===== config.mk =====
export PLATFORM = sky130hd
export DESIGN_NAME = codon_weight_geometric_mean
export DESIGN_NICKNAME = d
export VERILOG_FILES = /design/src/rtl/cwgm_pkg.sv /design/src/rtl/cwgm_ctrl.sv /design/src/rtl/cwgm_datapath.sv /design/src/rtl/codon_weight_geometric_mean.sv
export SDC_FILE = /design/constraint.sdc
export NUM_CORES = 2
export LEC_CHECK = 0
export BUFFER_PORTS_ARGS = -buffer_cell sky130_fd_sc_hd__buf_2
export CAP_MARGIN = 0
export CORE_MARGIN = 2
export CORE_UTILIZATION = 55
export CTS_BUF_LIST = sky130_fd_sc_hd__clkbuf_16
export DETAILED_ROUTE_END_ITERATION = 16
export PLACE_DENSITY_LB_ADDON = 0.1
export SLEW_MARGIN = 10
export SYNTH_ARGS = -nofsm -noshare
export SYNTH_HDL_FRONTEND = slang
export SYNTH_SLANG_ARGS = --single-unit

===== constraint.sdc =====
create_clock -name clk -period 9.8 [get_ports clk]
set_input_delay 0.49 -clock clk [delete_from_list [all_inputs] [get_ports clk]]
set_output_delay 0.49 -clock clk [all_outputs]
set_load 0.05 [all_outputs]

===== src/rtl/cwgm_pkg.sv =====
// ----------------------------------------------------------------------------
// cwgm_pkg: shared types and constants for the codon weight geometric mean
// Opcodes, base characters, controller state, command/status structs and
// the elaboration-time square-root chain for the exp2 factors.
// ----------------------------------------------------------------------------
`timescale 1ns / 1ps
`default_nettype none

package cwgm_pkg;

  localparam int LOG_W             = 24;  // signed Q8.16 log weight
  localparam int RATE_W            = 32;  // unsigned Q16.16 result
  localparam int COUNT_BITS_DEF    = 20;
  localparam int LOG_FRAC_BITS_DEF = 16;
  localparam int Q30_W             = 32;  // exp2 accumulator, Q2.30
  localparam int TABLE_DEPTH       = 64;
  localparam int ADDR_W            = 6;

  // Opcodes
  localparam logic [1:0] OP_LOAD  = 2'd0;
  localparam logic [1:0] OP_CODON = 2'd1;
  localparam logic [1:0] OP_END   = 2'd2;

  // Base characters
  localparam logic [7:0] CHAR_A = 8'h41;
  localparam logic [7:0] CHAR_C = 8'h43;
  localparam logic [7:0] CHAR_G = 8'h47;
  localparam logic [7:0] CHAR_T = 8'h54;

  typedef enum logic [2:0] {
    ST_IDLE,
    ST_SETTLE,
    ST_DIV,
    ST_EXP_MUL,
    ST_EXP_RND,
    ST_SCALE
  } state_t;

  typedef struct packed {
    logic accept;       // input transaction taken this cycle
    logic clear_empty;  // end of an empty transcript
    logic div_start;    // load divider, reset exp2 accumulator
    logic div_step;     // one quotient bit
    logic exp_mul;      // multiply accumulator by factor
    logic exp_rnd;      // round and update accumulator
    logic finish;       // write result register, clear sums
  } cmd_t;

  typedef struct packed {
    logic tally_zero;
    logic div_last;
    logic exp_last;
    logic out_free;
  } status_t;

  // {valid, 2-bit code}
  function automatic logic [2:0] base_code(input logic [7:0] b);
    logic [2:0] r;
    case (b)
      CHAR_A:  r = 3'b100;
      CHAR_C:  r = 3'b101;
      CHAR_G:  r = 3'b110;
      CHAR_T:  r = 3'b111;
      default: r = 3'b000;
    endcase
    return r;
  endfunction

  // Floor integer square root, used at elaboration only
  function automatic logic [63:0] isqrt64(input logic [63:0] v);
    logic [63:0] r;
    logic [63:0] b;
    logic [63:0] x;
    r = '0;
    b = 64'h4000_0000_0000_0000;
    x = v;
    for (int i = 0; i < 32; i++) begin
      if (x >= r + b) begin
        x = x - (r + b);
        r = (r >> 1) + b;
      end else begin
        r = r >> 1;
      end
      b = b >> 2;
    end
    return r;
  endfunction

  // 2^(2^-k) in Q2.30 from k repeated square roots of 2.0
  function automatic logic [Q30_W-1:0] exp2_factor(input int k);
    logic [63:0] f;
    f = 64'd2 << 30;
    for (int i = 0; i < k; i++) begin
      f = isqrt64(f << 30);
    end
    return f[Q30_W-1:0];
  endfunction

endpackage

`default_nettype wire


===== src/rtl/cwgm_ctrl.sv =====
// ----------------------------------------------------------------------------
// cwgm_ctrl: sequencing controller
// Takes transactions in idle, then runs settle, divide, exp2 and scale
// steps for an end-of-transcript item; an empty one returns from settle.
// ----------------------------------------------------------------------------
`timescale 1ns / 1ps
`default_nettype none

module cwgm_ctrl (
  input  wire logic             clk,
  input  wire logic             rst,
  input  wire logic             item_valid,
  input  wire logic [1:0]       opcode,
  output logic                  item_stall,
  output cwgm_pkg::cmd_t        cmd,
  input  wire cwgm_pkg::status_t status
);
  import cwgm_pkg::*;

  state_t state, state_next;

  // State register
  always_ff @(posedge clk) begin
    if (rst) begin
      state <= ST_IDLE;
    end else begin
      state <= state_next;
    end
  end

  // Next state and commands
  always_comb begin
    state_next = state;
    cmd        = '0;
    item_stall = 1'b1;
    case (state)
      ST_IDLE: begin
        item_stall = 1'b0;
        cmd.accept = item_valid;
        if (item_valid && opcode == OP_END) state_next = ST_SETTLE;
      end
      ST_SETTLE: begin
        if (status.tally_zero) begin
          cmd.clear_empty = 1'b1;
          state_next      = ST_IDLE;
        end else begin
          cmd.div_start = 1'b1;
          state_next    = ST_DIV;
        end
      end
      ST_DIV: begin
        cmd.div_step = 1'b1;
        if (status.div_last) state_next = ST_EXP_MUL;
      end
      ST_EXP_MUL: begin
        cmd.exp_mul = 1'b1;
        state_next  = ST_EXP_RND;
      end
      ST_EXP_RND: begin
        cmd.exp_rnd = 1'b1;
        state_next  = status.exp_last ? ST_SCALE : ST_EXP_MUL;
      end
      ST_SCALE: begin
        if (status.out_free) begin
          cmd.finish = 1'b1;
          state_next = ST_IDLE;
        end
      end
      default: state_next = ST_IDLE;
    endcase
  end

endmodule

`default_nettype wire


===== src/rtl/cwgm_datapath.sv =====
// ----------------------------------------------------------------------------
// cwgm_datapath: weight table, accumulator, divider, exp2 unit, result reg
// Codons are accumulated one stage after acceptance; the mean is formed by
// a restoring divider and a shift-and-multiply exp2 over the fraction bits.
// ----------------------------------------------------------------------------
`timescale 1ns / 1ps
`default_nettype none

module cwgm_datapath #(
  parameter int COUNT_BITS    = cwgm_pkg::COUNT_BITS_DEF,
  parameter int LOG_FRAC_BITS = cwgm_pkg::LOG_FRAC_BITS_DEF
) (
  input  wire logic                               clk,
  input  wire logic                               rst,
  input  wire cwgm_pkg::cmd_t                     cmd,
  output cwgm_pkg::status_t                       status,
  input  wire logic [1:0]                         opcode,
  input  wire logic [7:0]                         base_first,
  input  wire logic [7:0]                         base_second,
  input  wire logic [7:0]                         base_third,
  input  wire logic signed [cwgm_pkg::LOG_W-1:0]  log_weight,
  output logic [cwgm_pkg::RATE_W-1:0]             mean_rate,
  output logic [COUNT_BITS-1:0]                   codons_used,
  output logic                                    overflowed,
  output logic                                    result_valid,
  input  wire logic                               result_stall
);
  import cwgm_pkg::*;

  localparam int SUM_W  = LOG_W + COUNT_BITS;
  localparam int DCNT_W = $clog2(SUM_W);
  localparam int KCNT_W = $clog2(LOG_FRAC_BITS);
  localparam logic [COUNT_BITS-1:0] TALLY_MAX = '1;

  // Base decode
  logic [2:0] code1, code2, code3;
  logic       bases_ok;
  logic [ADDR_W-1:0] addr;

  assign code1    = base_code(base_first);
  assign code2    = base_code(base_second);
  assign code3    = base_code(base_third);
  assign bases_ok = code1[2] & code2[2] & code3[2];
  assign addr     = {code1[1:0], code2[1:0], code3[1:0]};

  // Weight table and valid bits
  logic signed [LOG_W-1:0] weight_mem [TABLE_DEPTH];
  logic signed [LOG_W-1:0] rd_data;
  logic [TABLE_DEPTH-1:0]  present;
  logic                    pend;

  always_ff @(posedge clk) begin
    if (cmd.accept && opcode == OP_LOAD && bases_ok) begin
      weight_mem[addr] <= log_weight;
    end
    rd_data <= weight_mem[addr];
  end

  always_ff @(posedge clk) begin
    if (rst) begin
      present <= '0;
      pend    <= 1'b0;
    end else begin
      if (cmd.accept && opcode == OP_LOAD && bases_ok) present[addr] <= 1'b1;
      pend <= cmd.accept && opcode == OP_CODON && bases_ok && present[addr];
    end
  end

  // Running sum and count
  logic signed [SUM_W-1:0] log_total;
  logic [COUNT_BITS-1:0]   codon_tally;
  logic                    tally_saturated;

  always_ff @(posedge clk) begin
    if (rst || cmd.clear_empty || cmd.finish) begin
      log_total       <= '0;
      codon_tally     <= '0;
      tally_saturated <= 1'b0;
    end else if (pend) begin
      if (codon_tally == TALLY_MAX) begin
        tally_saturated <= 1'b1;
      end else begin
        log_total   <= log_total + {{COUNT_BITS{rd_data[LOG_W-1]}}, rd_data};
        codon_tally <= codon_tally + 1'b1;
        if (codon_tally == TALLY_MAX - 1'b1) tally_saturated <= 1'b1;
      end
    end
  end

  // Restoring divider on the magnitude, one bit a cycle
  logic [SUM_W-1:0]      div_num;
  logic [COUNT_BITS-1:0] div_rem;
  logic                  div_neg;
  logic [DCNT_W-1:0]     div_cnt;
  logic [COUNT_BITS:0]   rem_sh;
  logic                  rem_ge;

  assign rem_sh = {div_rem, div_num[SUM_W-1]};
  assign rem_ge = rem_sh >= {1'b0, codon_tally};

  always_ff @(posedge clk) begin
    if (cmd.div_start) begin
      div_num <= log_total[SUM_W-1] ? SUM_W'(-log_total) : SUM_W'(log_total);
      div_neg <= log_total[SUM_W-1];
      div_rem <= '0;
      div_cnt <= '0;
    end else if (cmd.div_step) begin
      div_rem <= rem_ge ? COUNT_BITS'(rem_sh - {1'b0, codon_tally})
                        : rem_sh[COUNT_BITS-1:0];
      div_num <= {div_num[SUM_W-2:0], rem_ge};
      div_cnt <= div_cnt + 1'b1;
    end
  end

  // Floor quotient, then integer and fraction parts
  logic [LOG_W-1:0]         qmag;
  logic signed [LOG_W-1:0]  mean_q;
  logic signed [LOG_W-1:0]  ip;
  logic [LOG_FRAC_BITS-1:0] frac;

  assign qmag   = div_num[LOG_W-1:0];
  assign mean_q = !div_neg ? qmag : ((div_rem != '0) ? ~qmag : -qmag);
  assign ip     = mean_q >>> LOG_FRAC_BITS;
  assign frac   = mean_q[LOG_FRAC_BITS-1:0];

  // exp2 factor table
  logic [Q30_W-1:0] fac_rom [LOG_FRAC_BITS];
  for (genvar g = 0; g < LOG_FRAC_BITS; g++) begin : g_fac
    assign fac_rom[g] = exp2_factor(g + 1);
  end

  // exp2 of the fraction, Q2.30
  logic [Q30_W-1:0]   acc;
  logic [2*Q30_W-1:0] prod;
  logic [2*Q30_W-1:0] prod_rnd;
  logic [KCNT_W-1:0]  kidx;
  logic               frac_bit;

  assign prod_rnd = prod + (64'd1 << 29);
  assign frac_bit = frac[KCNT_W'(LOG_FRAC_BITS - 1) - kidx];

  always_ff @(posedge clk) begin
    if (cmd.div_start) begin
      acc  <= Q30_W'(64'd1 << 30);
      kidx <= '0;
    end else if (cmd.exp_mul) begin
      prod <= acc * fac_rom[kidx];
    end else if (cmd.exp_rnd) begin
      if (frac_bit) acc <= prod_rnd[61:30];
      kidx <= kidx + 1'b1;
    end
  end

  // Scale by 2^ip to Q16.16 with round half up and saturation
  logic signed [LOG_W-1:0] sh_full;
  logic [5:0]              sh;
  logic [40:0]             rnd_sum;
  logic [32:0]             val;
  logic                    sat_s;
  logic [RATE_W-1:0]       rate;

  always_comb begin
    sh_full = LOG_W'(14) - ip;
    sh      = sh_full[5:0];
    rnd_sum = {9'd0, acc} + (41'd1 << (sh - 6'd1));
    val     = '0;
    sat_s   = 1'b0;
    if (ip >= 16) begin
      sat_s = 1'b1;
    end else if (ip >= 14) begin
      val = (ip == 15) ? {acc, 1'b0} : {1'b0, acc};
    end else if (sh_full < 40) begin
      val = 33'(rnd_sum >> sh);
    end
    if (val[32]) sat_s = 1'b1;
    rate = sat_s ? '1 : val[RATE_W-1:0];
  end

  // Result register
  always_ff @(posedge clk) begin
    if (rst) begin
      result_valid <= 1'b0;
    end else if (cmd.finish) begin
      result_valid <= 1'b1;
    end else if (!result_stall) begin
      result_valid <= 1'b0;
    end
  end

  always_ff @(posedge clk) begin
    if (cmd.finish) begin
      mean_rate   <= rate;
      codons_used <= codon_tally;
      overflowed  <= sat_s | tally_saturated;
    end
  end

  // Status back to the controller
  assign status.tally_zero = codon_tally == '0;
  assign status.div_last   = div_cnt == DCNT_W'(SUM_W - 1);
  assign status.exp_last   = kidx == KCNT_W'(LOG_FRAC_BITS - 1);
  assign status.out_free   = !result_valid || !result_stall;

endmodule

`default_nettype wire


===== src/rtl/codon_weight_geometric_mean.sv =====
// ----------------------------------------------------------------------------
// codon_weight_geometric_mean: geometric mean of per-codon rates
// Usage:
//   Input channel (item_valid / item_stall) carries opcode, three ASCII
//   bases and a Q8.16 log weight. Load writes a table entry, codon adds a
//   present entry's weight to the running sum, end emits 2^(sum/count).
//   Loads, codons and ignored items are taken back to back while idle;
//   a codon's weight is added in the cycle after its transaction.
//   An end item holds item_stall through a settle step, COUNT_BITS + 24
//   divider steps, a multiply and a round step per fraction bit on the
//   shared multiplier, then scaling. An empty transcript ends at settle.
//   Output channel (result_valid / result_stall) holds mean_rate (Q16.16),
//   codons_used and overflowed in a register; while the receiver stalls,
//   the block keeps taking loads and codons, and a following end item
//   waits in its last step until the register is free.
//   Reset clears the table valid bits, sums, count and result_valid.
// ----------------------------------------------------------------------------
`timescale 1ns / 1ps
`default_nettype none

module codon_weight_geometric_mean #(
  parameter int COUNT_BITS    = cwgm_pkg::COUNT_BITS_DEF,
  parameter int LOG_FRAC_BITS = cwgm_pkg::LOG_FRAC_BITS_DEF
) (
  input  wire logic                               clk,
  input  wire logic                               rst,
  input  wire logic                               item_valid,
  output logic                                    item_stall,
  input  wire logic [1:0]                         opcode,
  input  wire logic [7:0]                         base_first,
  input  wire logic [7:0]                         base_second,
  input  wire logic [7:0]                         base_third,
  input  wire logic signed [cwgm_pkg::LOG_W-1:0]  log_weight,
  output logic                                    result_valid,
  input  wire logic                               result_stall,
  output logic [cwgm_pkg::RATE_W-1:0]             mean_rate,
  output logic [COUNT_BITS-1:0]                   codons_used,
  output logic                                    overflowed
);
  import cwgm_pkg::*;

  cmd_t    cmd;
  status_t status;

  cwgm_ctrl u_ctrl (
    .clk        (clk),
    .rst        (rst),
    .item_valid (item_valid),
    .opcode     (opcode),
    .item_stall (item_stall),
    .cmd        (cmd),
    .status     (status)
  );

  cwgm_datapath #(
    .COUNT_BITS    (COUNT_BITS),
    .LOG_FRAC_BITS (LOG_FRAC_BITS)
  ) u_datapath (
    .clk          (clk),
    .rst          (rst),
    .cmd          (cmd),
    .status       (status),
    .opcode       (opcode),
    .base_first   (base_first),
    .base_second  (base_second),
    .base_third   (base_third),
    .log_weight   (log_weight),
    .mean_rate    (mean_rate),
    .codons_used  (codons_used),
    .overflowed   (overflowed),
    .result_valid (result_valid),
    .result_stall (result_stall)
  );

`ifndef ASSERT_OFF
  // A result always reports at least one codon
  a_nonempty: assert property (@(posedge clk) disable iff (rst)
    result_valid |-> codons_used != '0)
    else $error("result with zero codon count");

  // An accepted end item blocks the input on the next cycle
  a_end_stalls: assert property (@(posedge clk) disable iff (rst)
    item_valid && !item_stall && opcode == OP_END |=> item_stall)
    else $error("input not stalled after end item");
`endif

endmodule

`default_nettype wire

# Word level (Yosys, flattened, before mapping)

Memory sizes are Yosys's and may differ from the RTL's. A register that Yosys moved wholly into a read port is not among the register bits.
Cells that the tools add are included.

Add/sub/neg operators: 12
Multiply operators: 1
Divide/modulo/power cells: 0
Magnitude comparators: 8
Equal/unequal tests: 28
Shift operators: 2
Multiplexer cells: 45
Bitwise operators: 9
Reduce and logical (&&, ||, !) cells: 24

Operators by type and width:

| kind                   | number |
|---|---|
| $mux 33                | 4 |
| $mux 44                | 3 |
| $eq 8x7->1 const B     | 12 |
| $mux 32                | 2 |
| $or 64x64->64          | 1 |
| $add 62x30->62 const B | 1 |
| $mul 32x32->62         | 1 |
| $mux 24                | 2 |
| $add 44x44->44         | 1 |
| $neg 44->44            | 1 |
| $add 32x41->41         | 1 |
| $shl 1x6->41 const A   | 1 |
| $shr 41x6->33          | 1 |
| $eq 20x20->1 const B   | 2 |
| $pmux 3 s4             | 3 |
| $neg 24->24            | 1 |
| $not 24->24            | 1 |
| $ge 21x20->1           | 1 |
| $add 20x1->20 const B  | 1 |
| $logic_not 20->1       | 1 |
| $mux 1                 | 20 |
| $mux 20                | 1 |
| $reduce_bool 20->1     | 1 |
| $sub 20x20->20         | 1 |
| 40 further kinds       | 65 |

Bits in registers: 356
Bits in latches: 0
Memory bits (writable): 1536
Bits in read-only memories: 512
Input bits: 54
Output and inout port bits: 55
Logic and storage cells: 148
Memories: 2

Memory list:

| name                  | words | bits a word | read ports | clocked after Yosys merged registers in | write ports | RTL line             | text |
|---|---|---|---|---|---|---|---|
| u_datapath.weight_mem | 64    | 24          | 1          | 1                                       | 1           | cwgm_datapath.sv:47  | `logic signed [LOG_W-1:0] weight_mem [TABLE_DEPTH];` |
| (no name shown)       | 16    | 32          | 1          | 0                                       | 0           | cwgm_datapath.sv:147 | `prod <= acc * fac_rom[kidx];` |

# Longest topological paths before layout

Depth after elaboration: 13
Depth in mapped cells: 40
Gate-level depth less buffers: 37

# Cells and area by module

Synthesis repeated with hierarchy kept, for this count alone.

Cells, all modules: 9351
Area total of the unflattened synthesis: 110408.4 µm²

Modules (own cells, without submodules):

| module        | times used | cells an instance | area an instance (µm²) | seq. area each (µm²) |
|---|---|---|---|---|
| cwgm_datapath | 1          | 9324              | 110178.2               | 54402.2 |
| cwgm_ctrl     | 1          | 27                | 230.2                  | 60.1 |

# Worst setup path after synthesis

No wires, ideal clock.

Path kind: register to register
From: register u_datapath.kidx[0]
To: register u_datapath.prod[55], data pin
Setup time: 258 ps
Arrival: 9088 ps
Data required time: 9542 ps
Slack: 454 ps
Stages on the path, launching flop included: 39
Path buffers: 3
Clock period less this slack: 9346 ps
Path through: dfxtp_1 > clkbuf_1 > inv_1 > ha_1 > clkbuf_1 > a211oi_1 > a31oi_1 > o21ai_1 > clkbuf_1 > nand2_1 > fa_1 > inv_1 > fa_1 > inv_1 > fa_1 > fa_1 > inv_1 > fa_1 > (+3 left out) > fa_1 > inv_1 > fa_1 > inv_1 > ha_1 > nand3_1 > nand2_1 > a2111oi_0 > o21ai_0 > o211ai_1 > a311o_1 > a211oi_1 > a31o_2 > a211o_1 > a31oi_1 > o21bai_1 > a21oi_1 > xnor2_1

Word-level cells in the longest chain between the ends: 5

RTL lines:

| item                                        | RTL line             | text |
|---|---|---|
| from (decl)                                 | cwgm_datapath.sv:136 | `logic [KCNT_W-1:0] kidx;` |
| from (signal assigned)                      | cwgm_datapath.sv:150 | `kidx <= kidx + 1'b1;` |
| $not 4->5 (implied by the code)             | cwgm_datapath.sv:147 |  |
| $mem_v2 16x32                               | -                    |  |
| $mux 32 (implied by the code) (2 in series) | cwgm_datapath.sv:147 |  |
| $mul 32x32->62                              | cwgm_datapath.sv:147 |  |
| to (signal assigned)                        | cwgm_datapath.sv:147 |  |
| to (decl)                                   | cwgm_datapath.sv:134 | `logic [2*Q30_W-1:0] prod;` |

No other way between the ends. The select of a mux whose other input is x is not followed.
A chain may end at the register's enable or synchronous reset.

# Worst setup path in the final report

From: register u_datapath.kidx[1]
To: register u_datapath.prod[59], data pin

The elaborated chain is that of the path after synthesis.

==> results.cfg <==
[pwr]
p_per_area_nw_per_um2 = 191
cellLeakagePower_uw = 0.0463
ir_drop_mv = 0.223
finalPower_uw = 23000

[die]
die-height_microns = 450
num_io_pins = 109
rows = 163
start_util_pct = 55.4
die_area_sq_um = 202000
core_area_sq_um = 197000
die_x_microns = 450

[synthesis]
ys_types = 93
synth_ff_type = edfxtp_1
synth_area_sq_um = 109000
ys_async_sr_fraction_pct = 0
ys_seq_elements = 1887
syn_nets = 10500
syn_inst = 9237
yosysSeqAreaShare_pct = 49.8
synth_edf_count = 1667
ys.warnings.count = 0
syn_avg_cell_area_sq_um = 11.8

[clocking]
clockRootBuffer = clkbuf_16
cts_max_level = 4
clock_latency_ps = 890
cts_tree = done
clockBufferDepth = 3
clk_pin_slew_worst_paths_ps = 60
cts_sinks = 1887
cts_buffers = 188

[placed_design]
hpwl_mm = 225
place.gp.congestion = 0.935
placed_cell_area_sq_um = 114000
dp_cells = 11800
post-place-ws_ps = -157
io_buffers = 108

[sta]
setup_ws_ps = 320
finalCriticalPeriod_ps = 9480
final-setup-viol-count = 0
drv_slew = 0
hold_viol_final = 0
period_share_pct = 96.7
holdWs_ps = 96.6
slew-limit-headroom_pct = 8.21
skew_ps = 91.6
worstMarginPinSlew_ps = 1380
fmax_mhz = 105

[setup_path]
worstPathArrival_ps = 10060
regToRegSetupSlack_ps = 320
max_stage_delay_ps = 560
r2r-end = u_datapath.prod[59]
r2r_start = u_datapath.kidx[1]
cp_max_fo = 11
required_ps = 10380
reg2reg_depth = 34
crit_top_cell = fa_1
worst_path_max_delay_cell = fa_1
start_kind = flip-flop
crit_type = flip-flop to flip-flop
cp-end-kind = flip-flop

[route]
drtIter0Drc = 8085
drt-total-wl_mm = 341
firstDrtPassIters = 6
drc = 0
routedWlPerCell_microns = 28.0
viasPerCell = 6.23
antenna_left = 0
vias = 75800

[hold_path]
hold_depth = 2
min-delay-start = rst
hold_end = u_ctrl.state[0]
hold_class = input pin to flip-flop

[job]
maxCapViolations = 0

[layout]
syn_to_final_growth_pct = 10.5
fin_area_sq_um = 121000
final_cells = 12200
mostFrequentLayoutCells = edfxtp_1, inv_1, nand2_1
layout-drive-gt1-share_pct = 9.83
final_common_cell = edfxtp_1
fin_nets = 10600

[global_routing]
grt_pass1_vias = 76100
grtUsageTotal_pct = 33.6
grt_start_max_net_pins = 97
gr-total-overflow = 0
grt_pass1_wl_mm = 503
antenna_found_initial = 17

[outcome]
status = completed
-- through the flow --
stage                     TNS [ps]  util [%]
after floorplan                  0         -
after global placement       -54.3      57.9
after detailed placement      -717      58.0
after CTS                        0      61.0
after global routing         -35.1      61.2
final                            0      61.2
-- power breakdown --
part	internal, uW	switching (uW)
sequential	8940	55.7
clock	3760	3220
combinational	2930	4100
total	15600	7380
-- worst max path at each step --
stage / endpoint / start
2_1_floorplan: u_datapath.prod[55] / u_datapath.kidx[0]
3_3_place_gp: u_datapath.prod[54] / u_datapath.kidx[1]
3_5_place_dp: u_datapath.prod[53] / u_datapath.kidx[1]
4_1_cts: u_datapath.prod[58] / u_datapath.kidx[0]
5_1_grt: u_datapath.prod[55] / u_datapath.kidx[1]
6_report: u_datapath.prod[59] / u_datapath.kidx[1]
-- worst max-delay path: cells and delay by family (launching register included) --
family	cells	cell delay [ps]
XOR/XNOR	1	120
flip-flops	1	420
adder cells (fa/ha/maj)	10	4590
AND/OR/NAND/NOR	3	470
AO/OA/AOI/OAI	10	2400
buffers and inverters	10	1220
-- layer usage --
metal,GRT usage (%),routed length (microns),vias up
met4,15.0,17500,16
met5,0,108,-
met1,44.8,133000,38600
met3,5.53,29900,692
li1,-,-,32800
met2,54.3,160000,3713
-- cell usage after synthesis, types with 81 or more instances --
master	count	area, sq um
fa_1	837	16800
a21oi_1	272	1360
dfxtp_1	220	4400
nor2_1	439	1650
mux2i_1	130	1300
xnor2_1	125	1090
inv_1	1045	3920
a31oi_1	104	651
edfxtp_1	1667	50100
xor2_1	103	902
o21ai_0	205	1030
nand3_1	123	616
nand4_1	81	507
a22oi_1	505	3790
and2_1	326	2040
a221oi_1	114	998
ha_1	386	4830
nand2_1	1057	3970
clkbuf_1	466	1750
-- flip-flops by register name (all words and copies together) (netlist names), 20 cells and up --
signal and cells:
u_datapath.acc 32, u_datapath.codon_tally 20, u_datapath.codons_used 20, u_datapath.div_num 44, u_datapath.div_rem 20, u_datapath.log_total 44, u_datapath.mean_rate 32, u_datapath.present 64
u_datapath.prod 33, u_datapath.rd_data 24, u_datapath.weight_mem 1536
-- final cells by class --
type | count | area, sq um
clock inverter | 161 | 1250
tap | 2640 | 3300
multi-input combinational | 5761 | 49600
fill | 15900 | 76700
timing repair buffer | 465 | 3470
antenna | 10 | 25.0
clock buffer | 189 | 4730
sequential | 1887 | 54500
inverter | 1049 | 3940
-- kinds of logic (layout without fill, tap and decap cells) --
logic type,Yosys count,in the layout,share of synthesized area (%)
adders and majority gates,1223,1223,19.7
DFF,1887,1887,49.8
and+or+nand+nor,2386,2386,10.1
xor gates and xnor gates,229,229,1.85
muxes,155,155,1.58
other,0,10,0
AOI/OAI and AO/OA,1767,1768,11.4
buffers and inverters,1590,1864,5.47
-- timing repair --
action,in CTS,in global routing
setup endpoints to repair,6,22
endpoints found under the hold margin,9,0
gates cloned,0,2
hold buffers,2,0
gates resized for setup,6,38
buffers inserted,0,7
pin swaps,0,7
No activity file was read; power rests on OpenSTA's default activity.
